$ cat src/rtl/chol_pkg.sv
package chol_pkg;

    localparam int ElemW = 32;
    localparam int AccW  = 64;
    localparam logic signed [AccW-1:0] AccMax = 64'sh0000_7FFF_FFFF_FFFF;
    localparam logic signed [AccW-1:0] AccMin = -64'sh0000_8000_0000_0000;

    // Operation codes for the shared divide/root unit.
    typedef enum logic {
        OP_SQRT = 1'b0,
        OP_DIV  = 1'b1
    } dr_op_t;

    typedef struct packed {
        logic   start;
        dr_op_t op;
    } dr_ctrl_t;

endpackage

$ cat src/rtl/chol_divroot.sv
// Shared bit-serial unit: a 64-bit restoring divider or integer square root.
// One quotient or root bit per cycle.
module chol_divroot
(
    input  logic                      clk,
    input  logic                      rst_n,
    input  chol_pkg::dr_ctrl_t        ctrl,
    input  logic [63:0]               num,
    input  logic [31:0]               den,
    output logic                      done,
    output logic [63:0]               result
);

    typedef enum logic [1:0] {
        S_IDLE,
        S_SQRT,
        S_DIV
    } state_t;

    state_t      state_reg;
    logic [6:0]  count_reg;
    logic [63:0] x_reg;
    logic [63:0] res_reg;
    logic [63:0] bit_reg;
    logic [63:0] rem_reg;
    logic [31:0] den_reg;
    logic        done_reg;

    logic [64:0] rem_shift;
    logic [64:0] rem_sub;
    logic [63:0] trial;

    assign rem_shift = {rem_reg, x_reg[63]};
    assign rem_sub   = rem_shift - {33'd0, den_reg};
    assign trial     = res_reg + bit_reg;

    always_ff @(posedge clk or negedge rst_n)
    begin
        if (!rst_n)
        begin
            state_reg <= S_IDLE;
            done_reg  <= 1'b0;
            count_reg <= '0;
        end
        else
        begin
            done_reg <= 1'b0;
            case (state_reg)
                S_IDLE:
                begin
                    if (ctrl.start)
                    begin
                        x_reg     <= num;
                        den_reg   <= den;
                        res_reg   <= '0;
                        rem_reg   <= '0;
                        bit_reg   <= 64'd1 << 62;
                        count_reg <= 7'd0;
                        state_reg <= (ctrl.op == chol_pkg::OP_DIV) ? S_DIV : S_SQRT;
                    end
                end
                S_SQRT:
                begin
                    if (x_reg >= trial)
                    begin
                        x_reg   <= x_reg - trial;
                        res_reg <= (res_reg >> 1) + bit_reg;
                    end
                    else
                    begin
                        res_reg <= res_reg >> 1;
                    end
                    bit_reg   <= bit_reg >> 2;
                    count_reg <= count_reg + 7'd1;
                    if (count_reg == 7'd31)
                    begin
                        state_reg <= S_IDLE;
                        done_reg  <= 1'b1;
                    end
                end
                S_DIV:
                begin
                    x_reg <= {x_reg[62:0], 1'b0};
                    if (!rem_sub[64])
                    begin
                        rem_reg <= rem_sub[63:0];
                        res_reg <= {res_reg[62:0], 1'b1};
                    end
                    else
                    begin
                        rem_reg <= rem_shift[63:0];
                        res_reg <= {res_reg[62:0], 1'b0};
                    end
                    count_reg <= count_reg + 7'd1;
                    if (count_reg == 7'd63)
                    begin
                        state_reg <= S_IDLE;
                        done_reg  <= 1'b1;
                    end
                end
                default:
                begin
                    state_reg <= S_IDLE;
                end
            endcase
        end
    end

    assign done   = done_reg;
    assign result = res_reg;

endmodule

$ cat config.mk
export PLATFORM = sky130hd
export DESIGN_NAME = chol_divroot
export DESIGN_NICKNAME = d
export VERILOG_FILES = /design/src/rtl/chol_pkg.sv /design/src/rtl/chol_divroot.sv
export SDC_FILE = /design/constraint.sdc
export NUM_CORES = 1
export LEC_CHECK = 0
export ABC_CLOCK_PERIOD_IN_PS = 10000
export BUFFER_PORTS_ARGS = -buffer_cell sky130_fd_sc_hd__buf_2
export CORE_MARGIN = 2
export CORE_UTILIZATION = 60
export DETAILED_ROUTE_END_ITERATION = 8
export MAX_ROUTING_LAYER = met4
export PLACE_DENSITY = 0.79
export REMOVE_ABC_BUFFERS = 1
export SYNTH_ARGS = -nofsm -noshare
export SYNTH_HDL_FRONTEND = slang
export SYNTH_SLANG_ARGS = --single-unit
$ cat constraint.sdc
create_clock -name clk -period 10 [get_ports clk]
set_clock_uncertainty 0.2 [all_clocks]
set_input_delay 1.5 -clock clk [delete_from_list [all_inputs] [get_ports clk]]
set_output_delay 1.5 -clock clk [all_outputs]
set_load 0.02 [all_outputs]
==> results of run 1 <==
==> power groups by stage <==
stage	logic, uW	registers, uW	clock network (uW)
after global routing	5860	2100	1250
after global placement	5140	2060	0
after floorplan	3810	2040	0
after CTS	5240	2050	1210
after detailed placement	5200	2060	0
final	5360	2060	1200
==> path summary, 6_finish.rpt <==
check | start | end | slack (ns)
hold / removal | count_reg[1] | count_reg[1] | 0.31
min in group asynchronous | rst_n | state_reg[1] | 0.62
max in group asynchronous | rst_n | count_reg[4] | 8.75
setup reg to reg | result[0] | x_reg[62] | 2.33
setup / recovery | result[0] | x_reg[62] | 2.33
hold reg to reg | count_reg[1] | count_reg[1] | 0.31
==> synthesized netlist by cell type, types with 29 or more instances <==
master	number	area, um^2
a21o_1	44	330
a21oi_1	228	1140
a221oi_1	29	254
a22oi_1	37	278
a31oi_1	67	419
and2_1	42	263
clkbuf_1	127	477
edfxtp_1	256	7690
ha_1	167	2090
inv_1	82	308
nand2_1	297	1110
nand2b_1	33	206
nand3_1	52	260
nand4_1	55	344
nor2_1	203	762
nor2b_1	35	219
nor3_1	46	230
o21ai_0	189	946
o21bai_1	31	233
xnor2_1	104	911
xor2_1	104	911
==> kinds of logic after synthesis <==
kind of cell / Yosys count / synth area share [%]
AOI/OAI and AO/OA: 815 / 23.0
xor gates and xnor gates: 210 / 8.22
adders and majority gates: 169 / 9.44
buffers and inverters: 226 / 3.88
DFF: 266 / 35.2
muxes: 25 / 1.13
and+or+nand+nor: 894 / 19.2
==> through the flow <==
stage	cells	worst slack, ns	hold WS (ns)
after CTS	3177	2.44	0.314
after global placement	3121	2.71	0.284
final	3186	2.33	0.315
after floorplan	2464	1.34	0.266
after global routing	3183	1.91	0.355
after detailed placement	3121	2.49	0.302
==> critical path, stage by stage (launching register included) <==
cell and delay, ns:
edfxtp_1 0.43, ha_1 0.25, ha_1 0.22, a21o_1 0.21
a31oi_1 0.28, o21ai_0 0.34, a21o_1 0.26, a31oi_1 0.31
nor4b_1 0.10, or3_1 0.37, nor2b_1 0.15, o21ai_0 0.20
xor2_1 0.13, ha_1 0.42, nand2_1 0.13, o21a_1 0.22
o221a_2 0.26, o31a_1 0.29, o21ai_1 0.18, a21oi_1 0.12
o21ai_2 0.08, buf_4 0.46, nor2_1 0.33, nor2b_4 0.67
buf_4 0.61
==> layout make-up <==
cell class / instances / area (um^2) / area share (%)
Antenna cell: 9 / 22.5 / 0.0913
Clock buffer: 44 / 952 / 3.86
Clock inverter: 12 / 93.8 / 0.380
Inverter: 85 / 319 / 1.29
Multi-Input combinational cell: 2113 / 13800 / 55.9
Sequential cell: 266 / 7940 / 32.2
Tap cell: 474 / 593 / 2.40
Timing Repair Buffer: 183 / 963 / 3.90
==> routing by layer <==
metal	vias to the layer above	wire, um	GRT usage (%)
li1	9890	-	-
met1	9828	28900	45.9
met2	928	30200	54.1
met3	149	5350	5.09
met4	0	2320	13.5
met5	-	0	-
==> metrics, run 1 <==
Hold WC Path Type=flop to flop; Logic pwr share=62.2%; post-route minimum period=~7.7 ns; PortBufs=~160; root buf cell=clkbuf_16; Post-Syn Area per Cell=~8.7 um^2; cts repair resizes=0; Die X=roughly 200 um; Final Cell Area=around 25000 um^2; Site Rows=about 70; final-report max-slew violation count=0; GP Congestion=0.957; Layout Nets=2952; status=finished clean; commonest cells after routing, fill and taps aside=nand2_1, edfxtp_1, a21oi_1, nor2_1, o21ai_0; GRT overflow=0; dpl hpwl=about 48 mm; CP Class=flop to flop; final setup TNS=0 ns; layout cells sized above 1=a little over a tenth; Area after DPL=~24000 um^2; vias in the first global route=20057; final setup fails=0; CTS buffer count=34; clk sink count=266; Post-Route WL=between 60 and 70 mm; CTS tree=done; DR vias=about 21000; maxcap violations=0; internal power=between 4000 and 5000 uW; first-pass GRT wire length=roughly 100 mm; number of synthesized flops with an enable pin=256; drc violations=0; commonest non-fill, non-tap cell in the layout=nand2_1; die height=about 200 um; total power=8620 uW; hold path depth=2; Final Hold Fails=0; CORE AREA=37300 um^2; 1st-pass router iterations=6; Crit path arrival time=7.64 ns; Req. time, crit path=9.97 ns; # hold bufs at CTS=0; fin crit share=between 70% and 80%; Clk network pwr share=between 10 and 15%; worst-path fanout max=40; Mapped Cells=roughly 2600; FF-to-FF path depth=24; Initial Util=between 60% and 70%; NetSw=4240 uW; sw frac=49.2%; Ys Warns=0; largest net degree at the start of global routing=79; die area=about 40000 um^2; vias per inst=6.53; Flop pwr share=about a quarter; postcts setup bufs=0; Core Util, Final=about two thirds; Boundary Pins=roughly 170; clock slew at reported path FFs=about 0.06 ns; Worst slew margin=roughly a fifth; #FFs+latches synth=266; Seq/Total Area, Yosys=approximately a third; ys flop type=edfxtp_1; leakage power=approximately 0.0093 uW; GRT Total Usage=a little over a third; CTS Buffer Depth=3; routed len/inst=approximately 21 um; Fmax=~130 MHz; Synth async-reset ratio=3.76%; Synth cell types=83; Syn-to-layout area delta=9.41%; ANT nets after route=0; Slew @ Worst Pin=1.17 ns; # H-tree levels=2; initial antenna violation count=6; peak supply drop=about 0.23 mV; synthesized area=22600 um^2; fillers=3145; Worst Setup End Kind=flop; Cell Pwr Density=between 300 and 400 nW/um^2; RSZ-0062 raised after global routing=false; worst-skew pair later-pin latency=0.55 ns; initial drt markers=roughly 1800; CP startpoint kind=flop
(Power assumes the default switching activity.)
==> inputs of run 2 (changes only) <==
--- a/config.mk
+++ b/config.mk
@@ -5,13 +5,13 @@
 export SDC_FILE = /design/constraint.sdc
 export NUM_CORES = 1
 export LEC_CHECK = 0
-export ABC_CLOCK_PERIOD_IN_PS = 10000
+export ABC_CLOCK_PERIOD_IN_PS = 6900
 export BUFFER_PORTS_ARGS = -buffer_cell sky130_fd_sc_hd__buf_2
 export CORE_MARGIN = 2
-export CORE_UTILIZATION = 60
+export CORE_UTILIZATION = 56
 export DETAILED_ROUTE_END_ITERATION = 8
 export MAX_ROUTING_LAYER = met4
-export PLACE_DENSITY = 0.79
+export PLACE_DENSITY = 0.78
 export REMOVE_ABC_BUFFERS = 1
 export SYNTH_ARGS = -nofsm -noshare
 export SYNTH_HDL_FRONTEND = slang
==> constraint.sdc (replaced) <==
create_clock -name clk -period 6.9 [get_ports clk]
set_clock_uncertainty 0.2 [all_clocks]
set_input_delay 1.035 -clock clk [delete_from_list [all_inputs] [get_ports clk]]
set_output_delay 1.035 -clock clk [all_outputs]
set_load 0.02 [all_outputs]
==> metrics, run 2 (synthesis gave the netlist of run 1 again) <==
die area=41900 um^2 (+7.0%); GRT Total Usage=32.5% (-2.3 points); Final Hold Fails=0 (unchanged); Hold WC Path Type=primary input to async pin; Fmax=155 MHz (+19%); layout cells sized above 1=11.2% (+0.69 points); clock slew at reported path FFs=0.06 ns (about the same); clk sink count=266 (unchanged); worst-path fanout max=16 (-60%); Req. time, crit path=6.96 ns (-3.01 ns); Site Rows=73 (+2.8%); Syn-to-layout area delta=10.4%; Crit path arrival time=6.51 ns (-1.13 ns); initial drt markers=1960 (+8.1%); Initial Util=56.8% (-3.7 points); Boundary Pins=165 (unchanged); DR vias=20816 (+0.10%); status=finished clean; largest net degree at the start of global routing=93 (+18%); final setup fails=0 (unchanged); vias per inst=6.41 (-1.7%); Worst slew margin=18.9% (-0.77 points); ANT nets after route=0 (unchanged); total power=12500 uW (+46%); # hold bufs at CTS=0 (unchanged); routed len/inst=20.5 um (-2.1%); Slew @ Worst Pin=1.18 ns (+0.0112 ns); worst-skew pair later-pin latency=0.55 ns (about the same); Die X=205 um (+3.4%); post-route minimum period=6.45 ns (-1.22 ns); GP Congestion=0.972 (+1.5%); root buf cell=clkbuf_16; CTS buffer count=34 (unchanged); Worst Setup End Kind=flop; RSZ-0062 raised after global routing=false; CP startpoint kind=flop; vias in the first global route=20025 (-0.16%); # H-tree levels=2 (unchanged); first-pass GRT wire length=106 mm (+0.75%); FF-to-FF path depth=23 (-4.2%); dpl hpwl=48.2 mm (+0.82%); Final WS setup=0.448 ns (-1.88 ns); PortBufs=164 (unchanged); commonest non-fill, non-tap cell in the layout=nand2_1; commonest cells after routing, fill and taps aside=nand2_1, edfxtp_1, a21oi_1, nor2_1, o21ai_0; peak supply drop=0.290 mV (+28%); CTS tree=done; maxcap violations=0 (unchanged); 1st-pass router iterations=6 (unchanged); CORE AREA=39700 um^2 (+6.5%); fin crit share=93.5% (+17 points); pre-CTS setup slack=0.177 ns (-2.31 ns); drc violations=0 (unchanged); leakage power=0.00940 uW (+0.98%); Cell Pwr Density=504 nW/um^2 (+44%); Post-Route WL=66.7 mm (-0.23%); final-report max-slew violation count=0 (unchanged); CP Class=flop to flop; CTS Buffer Depth=3 (unchanged); Layout Nets=2959 (+0.24%); die height=205 um (+3.4%); initial antenna violation count=2 (-4); GRT overflow=0 (unchanged)
run 2: area by class of cell:
class,count,area (um^2)
multi-input combinational,2113,13800
inverter,85,319
timing repair buffer,190,1020
clock buffer,42,945
antenna,6,15.0
clock inverter,19,188
fill,3434,14800
tap,525,657
sequential,266,7940
run 2: through the flow:
step	std cells	utilization, %	area, um^2	setup TNS (ns)	hold slack, ns
2_1_floorplan	2464	-	22000	-112.71	0.266
3_3_place_gp	3179	59.7	23700	0	0.279
3_5_place_dp	3179	59.7	23700	0	0.301
4_1_cts	3240	62.6	24900	0	0.153
5_1_grt	3242	62.7	24900	0	0.183
6_report	3246	62.7	24900	0	0.161
run 2: power breakdown:
part           switching [uW]  internal (uW)
Clock                     745           1090
Sequential                541           2470
Combinational            4820           2890
run 2: worst paths after layout:
check                        startpoint      endpoint  slack, ns
max                           result[8]     result[5]       0.45
min                               rst_n  count_reg[1]       0.16
max reg2reg                   result[8]     result[5]       0.45
min reg2reg                count_reg[6]          done       0.32
max in group asynchronous         rst_n  count_reg[6]       6.10
min in group clk           count_reg[6]          done       0.32
run 2: critical path: stages, from the launching register on:
cell and delay [ns]:
edfxtp_1 0.52, ha_1 0.41, a31oi_1 0.30, o21ai_0 0.20, o2111ai_1 0.27, a21oi_1 0.16, o31ai_1 0.28, a21oi_1 0.16
a21oi_1 0.38, o21ai_0 0.21, a21oi_1 0.21, xor2_1 0.25, ha_1 0.35, a21oi_1 0.21, o21ai_0 0.19, a21oi_1 0.21
o21a_1 0.15, o21ai_0 0.12, a21oi_1 0.22, o21a_2 0.50, buf_4 0.33, nor2_1 0.09, xnor2_1 0.13, o21ai_0 0.08
run 2: routing by layer:
layer / track usage [%] / vias to the layer above / routed length [um] / part of all wire, %
met5: - / - / 0 / 0
met4: 10.7 / 0 / 1920 / 2.9
met3: 4.22 / 124 / 5340 / 8.0
met2: 50.5 / 909 / 30200 / 45
met1: 44.0 / 9893 / 29200 / 44
li1: - / 9890 / - / -
run 2: what timing repair did:
action	4_1_cts	5_1_grt
hold endpoints to repair	0	0
resized for setup	0	6
endpoints found under the setup margin	0	96
setup buffers	0	0
